File: config.mk
export PLATFORM = sky130hd
export DESIGN_NAME = circular_byte_deque_unit
export DESIGN_NICKNAME = d
export VERILOG_FILES = /design/src/rtl/cbd_pkg.sv /design/src/rtl/cbd_ctrl.sv /design/src/rtl/cbd_datapath.sv /design/src/rtl/circular_byte_deque_unit.sv
export SDC_FILE = /design/constraint.sdc
export NUM_CORES = 1
export LEC_CHECK = 0
export BUFFER_PORTS_ARGS = -buffer_cell sky130_fd_sc_hd__buf_2
export CORE_UTILIZATION = 50
export CTS_BUF_LIST = sky130_fd_sc_hd__clkbuf_8
export DETAILED_ROUTE_END_ITERATION = 6
export GPL_TIMING_DRIVEN = 0
export PLACE_DENSITY_LB_ADDON = 0.25
export RECOVER_POWER = 50
export SLEW_MARGIN = 20
export SYNTH_ARGS = -nofsm -noshare
export SYNTH_HDL_FRONTEND = slang
export SYNTH_HIERARCHICAL = 1
export SYNTH_SLANG_ARGS = --single-unit
File: constraint.sdc
create_clock -name clk_i -period 8.1 [get_ports clk_i]
set_clock_uncertainty 0.15 [all_clocks]
set_input_delay 0.405 -clock clk_i [delete_from_list [all_inputs] [get_ports clk_i]]
set_output_delay 0.405 -clock clk_i [all_outputs]
set_load 0.02 [all_outputs]
File: src/rtl/cbd_pkg.sv
`default_nettype none
// ----------------------------------------------------------------------------
// cbd_pkg: shared definitions of the circular byte deque
// Store depth, derived widths, action and status codes, and the command
// bundle from the controller to the datapath.
// ----------------------------------------------------------------------------
package cbd_pkg;

  localparam int unsigned Depth = 16;
  localparam int unsigned IdxW  = $clog2(Depth);
  localparam int unsigned CntW  = $clog2(Depth + 1);

  typedef enum logic [2:0] {
    ACT_PUSH_FRONT = 3'd0,
    ACT_PUSH_BACK  = 3'd1,
    ACT_POP_FRONT  = 3'd2,
    ACT_POP_BACK   = 3'd3,
    ACT_PEEK_FRONT = 3'd4,
    ACT_PEEK_BACK  = 3'd5
  } action_e;

  typedef enum logic [1:0] {
    ST_DONE  = 2'd0,
    ST_FULL  = 2'd1,
    ST_EMPTY = 2'd2
  } status_e;

  typedef struct packed {
    logic load;   // capture the incoming item
    logic exec;   // apply the captured action to indices, count and store
  } cmd_t;

endpackage
`default_nettype wire

File: src/rtl/cbd_ctrl.sv
`default_nettype none
// ----------------------------------------------------------------------------
// cbd_ctrl: sequencer of the circular byte deque
// Walks each item through capture, execution and result cycles and drives
// the busy and done handshake signals.
// ----------------------------------------------------------------------------
module cbd_ctrl (
  input  wire         clk_i,
  input  wire         rst_ni,
  input  wire         start_i,
  output cbd_pkg::cmd_t cmd_o,
  output logic        busy_o,
  output logic        done_o
);

  typedef enum logic [1:0] {
    S_IDLE,
    S_EXEC,
    S_RESP
  } state_e;

  state_e state_q;
  logic   busy_q;
  logic   done_q;

  always_ff @(posedge clk_i or negedge rst_ni) begin
    if (!rst_ni) begin
      state_q <= S_IDLE;
      busy_q  <= 1'b0;
      done_q  <= 1'b0;
    end else begin
      unique case (state_q)
        S_IDLE: begin
          if (start_i) begin
            state_q <= S_EXEC;
            busy_q  <= 1'b1;
          end
        end
        S_EXEC: begin
          state_q <= S_RESP;
          done_q  <= 1'b1;
        end
        S_RESP: begin
          state_q <= S_IDLE;
          busy_q  <= 1'b0;
          done_q  <= 1'b0;
        end
        default: begin
          state_q <= S_IDLE;
          busy_q  <= 1'b0;
          done_q  <= 1'b0;
        end
      endcase
    end
  end

  always_comb begin
    cmd_o.load = (state_q == S_IDLE) && start_i;
    cmd_o.exec = (state_q == S_EXEC);
  end

  assign busy_o = busy_q;
  assign done_o = done_q;

endmodule
`default_nettype wire

File: src/rtl/cbd_datapath.sv
`default_nettype none
// ----------------------------------------------------------------------------
// cbd_datapath: indices, count and byte store of the circular byte deque
// Holds the front and rear indices, the entry count and the store, and
// forms the result fields of each item.
// ----------------------------------------------------------------------------
module cbd_datapath (
  input  wire                       clk_i,
  input  wire                       rst_ni,
  input  cbd_pkg::cmd_t             cmd_i,
  input  wire  [2:0]                action_i,
  input  wire  [7:0]                push_value_i,
  output logic [7:0]                data_out_o,
  output logic [1:0]                status_o,
  output logic [cbd_pkg::CntW-1:0]  item_count_o,
  output logic                      is_empty_o,
  output logic                      is_full_o
);

  localparam logic [cbd_pkg::IdxW-1:0] IdxLast = cbd_pkg::IdxW'(cbd_pkg::Depth - 1);
  localparam logic [cbd_pkg::CntW-1:0] CntFull = cbd_pkg::CntW'(cbd_pkg::Depth);

  logic [7:0] mem [cbd_pkg::Depth];

  cbd_pkg::action_e           act_q;
  logic [7:0]                 val_q;
  logic [cbd_pkg::IdxW-1:0]   front_q, front_d;
  logic [cbd_pkg::IdxW-1:0]   rear_q, rear_d;
  logic [cbd_pkg::CntW-1:0]   count_q, count_d;
  cbd_pkg::status_e           status_q, status_d;
  logic                       rd_ok_q;
  logic [7:0]                 rd_data_q;

  logic                       wr_en, rd_en;
  logic [cbd_pkg::IdxW-1:0]   wr_addr, rd_addr;
  logic [cbd_pkg::IdxW-1:0]   front_inc, front_dec, rear_inc, rear_dec;
  logic                       full, empty;

  assign full  = (count_q == CntFull);
  assign empty = (count_q == '0);

  // Index wrap written as compares so that any depth works, not only powers of two.
  assign front_inc = (front_q == IdxLast) ? '0 : front_q + 1'b1;
  assign front_dec = (front_q == '0) ? IdxLast : front_q - 1'b1;
  assign rear_inc  = (rear_q == IdxLast) ? '0 : rear_q + 1'b1;
  assign rear_dec  = (rear_q == '0) ? IdxLast : rear_q - 1'b1;

  always_comb begin
    front_d  = front_q;
    rear_d   = rear_q;
    count_d  = count_q;
    status_d = cbd_pkg::ST_DONE;
    wr_en    = 1'b0;
    wr_addr  = front_dec;
    rd_en    = 1'b0;
    rd_addr  = front_q;
    unique case (act_q)
      cbd_pkg::ACT_PUSH_FRONT: begin
        if (full) begin
          status_d = cbd_pkg::ST_FULL;
        end else begin
          wr_en   = 1'b1;
          wr_addr = front_dec;
          front_d = front_dec;
          count_d = count_q + 1'b1;
        end
      end
      cbd_pkg::ACT_PUSH_BACK: begin
        if (full) begin
          status_d = cbd_pkg::ST_FULL;
        end else begin
          wr_en   = 1'b1;
          wr_addr = rear_inc;
          rear_d  = rear_inc;
          count_d = count_q + 1'b1;
        end
      end
      cbd_pkg::ACT_POP_FRONT: begin
        if (empty) begin
          status_d = cbd_pkg::ST_EMPTY;
        end else begin
          rd_en   = 1'b1;
          rd_addr = front_q;
          front_d = front_inc;
          count_d = count_q - 1'b1;
        end
      end
      cbd_pkg::ACT_POP_BACK: begin
        if (empty) begin
          status_d = cbd_pkg::ST_EMPTY;
        end else begin
          rd_en   = 1'b1;
          rd_addr = rear_q;
          rear_d  = rear_dec;
          count_d = count_q - 1'b1;
        end
      end
      cbd_pkg::ACT_PEEK_FRONT: begin
        if (empty) begin
          status_d = cbd_pkg::ST_EMPTY;
        end else begin
          rd_en   = 1'b1;
          rd_addr = front_q;
        end
      end
      cbd_pkg::ACT_PEEK_BACK: begin
        if (empty) begin
          status_d = cbd_pkg::ST_EMPTY;
        end else begin
          rd_en   = 1'b1;
          rd_addr = rear_q;
        end
      end
      default: begin
        // Codes without a meaning leave the deque alone and report done.
      end
    endcase
  end

  always_ff @(posedge clk_i) begin
    if (cmd_i.load) begin
      act_q <= cbd_pkg::action_e'(action_i);
      val_q <= push_value_i;
    end
  end

  always_ff @(posedge clk_i) begin
    if (cmd_i.exec && wr_en) begin
      mem[wr_addr] <= val_q;
    end
    if (cmd_i.exec && rd_en) begin
      rd_data_q <= mem[rd_addr];
    end
  end

  always_ff @(posedge clk_i or negedge rst_ni) begin
    if (!rst_ni) begin
      front_q  <= '0;
      rear_q   <= IdxLast;
      count_q  <= '0;
      status_q <= cbd_pkg::ST_DONE;
      rd_ok_q  <= 1'b0;
    end else if (cmd_i.exec) begin
      front_q  <= front_d;
      rear_q   <= rear_d;
      count_q  <= count_d;
      status_q <= status_d;
      rd_ok_q  <= rd_en;
    end
  end

  assign data_out_o   = rd_ok_q ? rd_data_q : 8'd0;
  assign status_o     = status_q;
  assign item_count_o = count_q;
  assign is_empty_o   = (count_q == '0);
  assign is_full_o    = (count_q == CntFull);

endmodule
`default_nettype wire

File: src/rtl/circular_byte_deque_unit.sv
`default_nettype none
// ----------------------------------------------------------------------------
// circular_byte_deque_unit: double-ended byte queue in a circular store
// Pushes, pops and peeks at either end of a 16-entry byte deque and reports
// status, entry count and empty and full flags for every item.
//
//   Channel  | Handshake                  | Payload
//   ---------+----------------------------+----------------------------------
//   command  | start_i taken when !busy_o | action_i, push_value_i
//   result   | done_o, one cycle, no stall| data_out_o, status_o,
//            |                            | item_count_o, is_empty_o, is_full_o
//
// Each item passes through capture, execution with the store access, and the
// result cycle in which done_o is high; busy_o stays high in execution and
// result, so a new item is taken only once the last is through. The store
// read is registered, which sets the execution cycle apart from the result.
// Reset zeroes the front index and count, sets the rear index to the last
// entry; the store is not reset or cleared. The result cannot be held off.
// ----------------------------------------------------------------------------
module circular_byte_deque_unit (
  input  wire                       clk_i,
  input  wire                       rst_ni,
  input  wire                       start_i,
  output logic                      busy_o,
  input  wire  [2:0]                action_i,
  input  wire  [7:0]                push_value_i,
  output logic                      done_o,
  output logic [7:0]                data_out_o,
  output logic [1:0]                status_o,
  output logic [cbd_pkg::CntW-1:0]  item_count_o,
  output logic                      is_empty_o,
  output logic                      is_full_o
);

  cbd_pkg::cmd_t cmd;

  cbd_ctrl u_ctrl (
    .clk_i   (clk_i),
    .rst_ni  (rst_ni),
    .start_i (start_i),
    .cmd_o   (cmd),
    .busy_o  (busy_o),
    .done_o  (done_o)
  );

  cbd_datapath u_datapath (
    .clk_i        (clk_i),
    .rst_ni       (rst_ni),
    .cmd_i        (cmd),
    .action_i     (action_i),
    .push_value_i (push_value_i),
    .data_out_o   (data_out_o),
    .status_o     (status_o),
    .item_count_o (item_count_o),
    .is_empty_o   (is_empty_o),
    .is_full_o    (is_full_o)
  );

`ifndef SYNTHESIS
  // An accepted item yields its result once the controller has passed through its execution state.
  a_result_timing: assert property (@(posedge clk_i) disable iff (!rst_ni)
    start_i && !busy_o |-> ##2 done_o)
    else $error("result not delivered two cycles after an accepted item");

  // The result cycle belongs to the busy window.
  a_done_in_busy: assert property (@(posedge clk_i) disable iff (!rst_ni)
    done_o |-> busy_o)
    else $error("done raised outside the busy window");

  // A rejected action returns no data.
  a_reject_data: assert property (@(posedge clk_i) disable iff (!rst_ni)
    done_o && status_o != cbd_pkg::ST_DONE |-> data_out_o == 8'd0)
    else $error("rejected action returned data");

  // The count never exceeds the depth and the full flag agrees with it.
  a_count_flags: assert property (@(posedge clk_i) disable iff (!rst_ni)
    item_count_o <= cbd_pkg::CntW'(cbd_pkg::Depth) &&
    is_full_o == (item_count_o == cbd_pkg::CntW'(cbd_pkg::Depth)))
    else $error("entry count out of range or full flag inconsistent");
`endif

endmodule
`default_nettype wire

Yosys cells after proc, flatten, opt, wreduce, memory -nomap -nowiden

Memories as Yosys holds them, arrays and structs flattened. A register that Yosys moved wholly into a read port is not among the register bits.
Cells that the tools add are included.

Add/subtract/negate cells: 6
Eq/ne operators: 16
Muxes and demuxes: 32
Bitwise logic cells: 1
Reductions and logical operators: 19

Operators with widths:

| kind                                                                   | count |
|---|---|
| 4-bit 2-to-1 mux                                                       | 12 |
| 4-bit case mux with 2 select lines                                     | 2 |
| 2-bit inequality test (second input constant)                          | 7 |
| 4-bit AND reduction                                                    | 3 |
| 5-bit 2-to-1 mux                                                       | 2 |
| 5-bit case mux with 2 select lines                                     | 1 |
| 4-bit by 1-bit adder with 4-bit output (second input constant)         | 2 |
| 4-bit equality test (second input constant)                            | 2 |
| 4-bit zero test                                                        | 2 |
| 1-bit 2-to-1 mux                                                       | 8 |
| 8-bit 2-to-1 mux                                                       | 1 |
| 2-bit case mux with 2 select lines                                     | 2 |
| 4-bit by 1-bit subtractor with 4-bit output (second input constant)    | 2 |
| 3-bit by 2-bit equality test with 1-bit output (second input constant) | 2 |
| 3-bit equality test (second input constant)                            | 2 |
| 2-bit nonzero test                                                     | 3 |
| 2-bit OR reduction                                                     | 3 |
| 5-bit by 1-bit adder with 5-bit output (second input constant)         | 1 |
| 5-bit equality test (second input constant)                            | 1 |
| 5-bit zero test                                                        | 1 |
| 5-bit by 1-bit subtractor with 5-bit output (second input constant)    | 1 |
| 2-bit 2-to-1 mux                                                       | 2 |
| 1-bit case mux with 2 select lines                                     | 2 |
| 4-bit OR reduction                                                     | 1 |
| 7 further kinds                                                        | 9 |

Bits in registers: 31
RAM bits: 128
Input port bits: 14
Output and inout bits: 19
Memories kept: 1

Memory list:

| name           | words | bits a word | read ports | clocked after Yosys merged registers in | write ports | RTL line           | text |
|---|---|---|---|---|---|---|---|
| u_datapath.mem | 16    | 8           | 1          | 1                                       | 1           | cbd_datapath.sv:23 | `logic [7:0] mem [cbd_pkg::Depth];` |

Logic depth before layout (Yosys ltp)

Depth in word-level cells: 6
Depth in mapped cells: 9

Cells and area by module

The synthesis kept the hierarchy.

By module, submodules not included:

| module       | times used | cells an instance | area an instance (sq um) |
|---|---|---|---|
| cbd_datapath | 1          | 603               | 7,551.0 |
| cbd_ctrl     | 1          | 13                | 156.4 |

Worst setup path after synthesis

No wires, ideal clock.

Path type: register -> register
From: register u_datapath/rear_q[0] in the netlist's numbering
To: memory u_datapath.mem[0][0], enable pin
Setup time: 383 ps
Arrival time: 2,503 ps
Required time: 7,567 ps
Slack: 5,064 ps
Stages on the path, launching flop included: 9
Cell sequence: dfstp_2 > clkbuf_1 > clkbuf_1 > inv_1 > ha_1 > mux2i_1 > and3_1 > nand2_1 > nor3_1

Longest elaborated chain between the ends: 4
Elaborated cells between the ends (all ways): 5
Classes of those cells: 1 x add/sub; 1 x eq/ne; 3 x mux

Ends and longest elaborated chain:

| item                                                                                 | RTL line            | text |
|---|---|---|
| start: declaration                                                                   | cbd_datapath.sv:28  | `logic [cbd_pkg::IdxW-1:0] rear_q, rear_d;` |
| start signal: assignment                                                             | cbd_datapath.sv:139 | `rear_q <= IdxLast;` |
| start signal: assignment                                                             | cbd_datapath.sv:145 | `rear_q <= rear_d;` |
| 4-bit by 1-bit adder with 4-bit output / 4-bit equality test (equally long branches) | cbd_datapath.sv:45  | `assign rear_inc = (rear_q == IdxLast) ? '0 : rear_q + 1'b1;` |
| 4-bit 2-to-1 mux *                                                                   | cbd_datapath.sv:45  |  |
| 4-bit 2-to-1 mux *                                                                   | cbd_datapath.sv:69  | `if (full) begin` |
| 4-bit 2-to-1 mux *                                                                   | -                   |  |
| end: declaration                                                                     | cbd_datapath.sv:23  |  |

Every way passes the cells marked *; elsewhere a longest branch is shown, timed or not.

Final worst setup path

From: register u_datapath/rear_q[0] in the netlist's numbering
To: memory u_datapath.mem[14][3], enable pin

The elaborated chain is that of the path after synthesis.

==> results.rst <==
.. list-table::
   :header-rows: 1

   * - Metric
     - Value
   * - Power per unit of standard cell area
     - between 300 and 400 mW/mm2
   * - Highest ir drop seen on vdd
     - roughly 170 uV
   * - Starting DRC count in detailed routing
     - ~550
   * - Top library cells by usage in the layout, fill and taps aside
     - sky130_fd_sc_hd__edfxtp_1, sky130_fd_sc_hd__nand2_1, sky130_fd_sc_hd__clkbuf_1
   * - Worst-margin pin slew
     - 1.13 ns
   * - Clock root buffer master
     - sky130_fd_sc_hd__clkbuf_8
   * - Highest clock rate
     - ~250 MHz
   * - Final weighted congestion in routability-driven placement
     - about 0.91
   * - Post-CTS Repair Setup Buffers
     - 0
   * - Clock tree from TritonCTS
     - built
   * - Hpwl dp
     - 13200 um
   * - Cells along the critical path
     - clkbuf_1 > clkbuf_1 > nand2_1 > o31ai_1 > mux2i_1 > nor3_2
   * - Maximum Capacitance Violations
     - 0
   * - Number of synthesized register bits
     - between 150 and 200
   * - Area growth from synthesis to final layout
     - 12.3%
   * - Io pins
     - 33
   * - Depth of the worst hold-timing path
     - 3
   * - Setup repair after global routing missed its margin
     - no
   * - Top flip-flop cell by instance count after synthesis
     - sky130_fd_sc_hd__edfxtp_1
   * - Remaining DRCs
     - 0
   * - Global-route usage over all layers
     - between 20% and 30%
   * - Classification of the worst setup path
     - reg -> reg
   * - Total clock sinks
     - around 170
   * - Later-pin clock latency in the skew report
     - 0.46 ns
   * - Die boundary width
     - approximately 130 um
   * - Clk pin slew, worst setup/hold paths
     - approximately 0.090 ns
   * - Core outline area
     - roughly 0.015 mm2
   * - Proportion of synthesized flip-flops having asynchronous set or reset
     - a little under an eighth
   * - Min-Delay Path Class
     - in -> reg
   * - Final min period
     - about 4 ns
   * - WL per Instance
     - 22.1 um
   * - CP startpoint kind
     - flip-flop
   * - Depth of the critical timing path with buffers and inverters included
     - 6
   * - Number of standard cells after synthesis
     - about 620
   * - Finish-stage setup viols
     - 0
   * - Nets
     - 701
   * - Row count
     - 45
   * - Total wire length
     - between 15000 and 20000 um
   * - Vias post-DR
     - 5549
   * - R2R cell count
     - 6
   * - Average footprint of a synthesized cell
     - 12.5 um2
   * - Number of flops mapped to enable cells by yosys
     - around 150
   * - Final Max Tran Viols
     - 0
   * - Number of global-route vias before repair
     - approximately 5500
   * - Synthesized netlist net count
     - approximately 640
   * - Arrival time worst endpoint
     - about 4.0 ns
   * - Global-route wire length before repair
     - roughly 30000 um
   * - CTS HTree Levels
     - 4
   * - Required time at the endpoint of the critical path
     - between 8 and 9 ns
   * - Slowest stage delay, CP
     - 0.86 ns
   * - Clock Path Buffers
     - 2
   * - 1st-pass router iterations
     - 6
   * - Die height
     - about 130 um
   * - Count of unique library cells instantiated by Yosys
     - 50
   * - Vias per cell
     - 6.31
   * - Number of antenna violations at the first check in global routing
     - 1
   * - Die Outline Area
     - 0.0159 mm2
   * - Cell mode on critical path
     - sky130_fd_sc_hd__clkbuf_1
   * - Sequential fraction of the synthesis area
     - 63.8%
   * - Total of warnings raised by yosys
     - 6
   * - Kind of capture point of the worst setup path
     - flip-flop
   * - Most common library cell in the layout ignoring fill and taps
     - sky130_fd_sc_hd__edfxtp_1
   * - Worst setup margin
     - approximately 4 ns
   * - Setup TNS
     - 0 ns
   * - Endpoints failing hold
     - 0
   * - CP bufs+invs
     - 2
   * - # port buffers
     - 32
   * - Pre-CTS setup slack
     - slightly below 4 ns
   * - Routed Antenna Nets
     - 0
   * - Leakage power figure
     - about 3.0 nW
   * - Cell area after technology mapping
     - around 0.0077 mm2
   * - Final cycle utilization of the critical path
     - between 50% and 60%
   * - Final global-route overflow total
     - 0
   * - Worst-path fanout max
     - 10
   * - Fillcell total
     - approximately 1200
   * - Share of cells above drive strength 1
     - between 10% and 20%
   * - Critical-path cell with the highest stage delay
     - sky130_fd_sc_hd__nor3_2
   * - Effective utilization at floorplan
     - just over 50%
   * - Status
     - finished clean
   * - Max-Slew Margin vs Limit
     - roughly a quarter
   * - TritonCTS Buffers
     - 17
   * - Maximum number of pins on one net before global-route repair
     - 21
   * - # diodes
     - 0
   * - Kind of cell with the highest combined delay on the critical path
     - simple AND/OR/NAND/NOR gates
-- synth_stat cells, types with 6 or more instances --
master | number | share of area, %
sky130_fd_sc_hd__and3_1 | 13 | 1.1
sky130_fd_sc_hd__nor3_1 | 28 | 1.8
sky130_fd_sc_hd__nand2_1 | 54 | 2.6
sky130_fd_sc_hd__a2111oi_0 | 10 | 1.1
sky130_fd_sc_hd__a31oi_1 | 7 | 0.57
sky130_fd_sc_hd__nor2_1 | 29 | 1.4
sky130_fd_sc_hd__o311ai_0 | 6 | 0.68
sky130_fd_sc_hd__and2_1 | 11 | 0.89
sky130_fd_sc_hd__edfxtp_1 | 147 | 57
sky130_fd_sc_hd__o21ai_0 | 26 | 1.7
sky130_fd_sc_hd__a221oi_1 | 28 | 3.2
sky130_fd_sc_hd__nor4_1 | 9 | 0.73
sky130_fd_sc_hd__mux2i_1 | 18 | 2.3
sky130_fd_sc_hd__clkbuf_1 | 26 | 1.3
sky130_fd_sc_hd__a211oi_1 | 7 | 0.68
sky130_fd_sc_hd__ha_1 | 7 | 1.1
sky130_fd_sc_hd__nor3b_1 | 12 | 1.2
sky130_fd_sc_hd__a31o_2 | 8 | 0.91
sky130_fd_sc_hd__or3_1 | 8 | 0.65
sky130_fd_sc_hd__xnor2_1 | 10 | 1.1
sky130_fd_sc_hd__dfrtp_1 | 16 | 5.2
sky130_fd_sc_hd__a21oi_1 | 20 | 1.3
sky130_fd_sc_hd__inv_1 | 22 | 1.1
sky130_fd_sc_hd__nor2b_1 | 30 | 2.4
sky130_fd_sc_hd__buf_2 | 6 | 0.39
sky130_fd_sc_hd__nand3_1 | 11 | 0.71
-- final cells by class --
class | instances | area [um2] | share of cell area, %
Sequential cell | 167 | 4920 | 56.9
Clock inverter | 14 | 148 | 1.71
Clock buffer | 17 | 234 | 2.70
Multi-Input combinational cell | 389 | 2610 | 30.1
Buffer | 38 | 161 | 1.87
Inverter | 22 | 82.6 | 0.954
Timing Repair Buffer | 44 | 267 | 3.08
Tap cell | 188 | 235 | 2.72
-- what timing repair did --
item | 4_1_cts | 5_1_grt
hold buffers | 12 | 0
hold endpoints to repair | 27 | 0
resized for setup | 0 | 0
-- tightest hold or removal path, cell delays in order --
cell                       delay [ns]
sky130_fd_sc_hd__buf_2           0.08
sky130_fd_sc_hd__nand2b_1        0.09
sky130_fd_sc_hd__nor2_1          0.10
-- registers in the layout, summed over array words and instances (netlist names), 2 cells and up --
signal and cells:
u_datapath/rear_q 4, u_datapath/rd_data_q 8, u_ctrl/state_q 2, u_datapath/front_q 4
u_datapath/val_q 8, u_datapath/item_count_o 5, u_datapath/mem 128, u_datapath/act_q 3
u_datapath/status_o 2
-- cell families (layout without fill, tap and decap cells) --
kind of cell / after synthesis / count (layout) / share of synthesized area, %
DFF: 167 / 167 / 63.8
muxes: 23 / 23 / 3.07
and+or+nand+nor: 213 / 213 / 14.4
AOI/OAI and AO/OA: 132 / 132 / 12.6
buffers and inverters: 60 / 135 / 3.17
xor gates and xnor gates: 13 / 13 / 1.48
adders and majority gates: 8 / 8 / 1.40
-- metrics by stage --
stage,hold slack (ns),cell area [um2],std cells,power [mW],utilization [%]
floorplan,-0.0406,7710,616,1.86,-
global placement,0.225,8100,836,2.19,53.5
global route,0.0901,8650,879,3.00,57.1
CTS,0.0149,8670,879,2.84,57.2
finish,0.0918,8650,879,2.86,57.1
detailed placement,0.235,8170,836,2.25,53.9
-- layer usage --
metal  vias to the layer above  routed length [um]  global-route usage [%]
li1                       2477                   -                       -
met1                      2713                7660                    32.9
met2                       314                9180                    40.2
met3                        45                1950                    6.63
met4                         0                 642                    13.9
met5                         -                   0                       0
-- final timing paths --
path / start / slack [ns] / to
worst min-delay path: start_i / 0.09 / u_ctrl/state_q[0]
min in group asynchronous: rst_ni / 0.52 / u_ctrl/busy_o
worst max register to register: u_datapath/rear_q[0] / 4.03 / u_datapath/mem[14][3]
worst min register to register: u_ctrl/done_o / 0.37 / u_ctrl/done_o
max in group asynchronous: rst_ni / 6.61 / u_datapath/item_count_o[2]
worst max-delay path: u_datapath/rear_q[0] / 4.03 / u_datapath/mem[14][3]
-- power by group --
group | switching, mW | leakage, nW | internal (mW) | total (mW)
Clock | 0.312 | 0.195 | 0.275 | 0.587
Combinational | 0.806 | 1.27 | 0.368 | 1.17
Sequential | 0.0673 | 1.57 | 1.03 | 1.10
Total | 1.19 | 3.03 | 1.67 | 2.86
(Power assumes the default switching activity.)
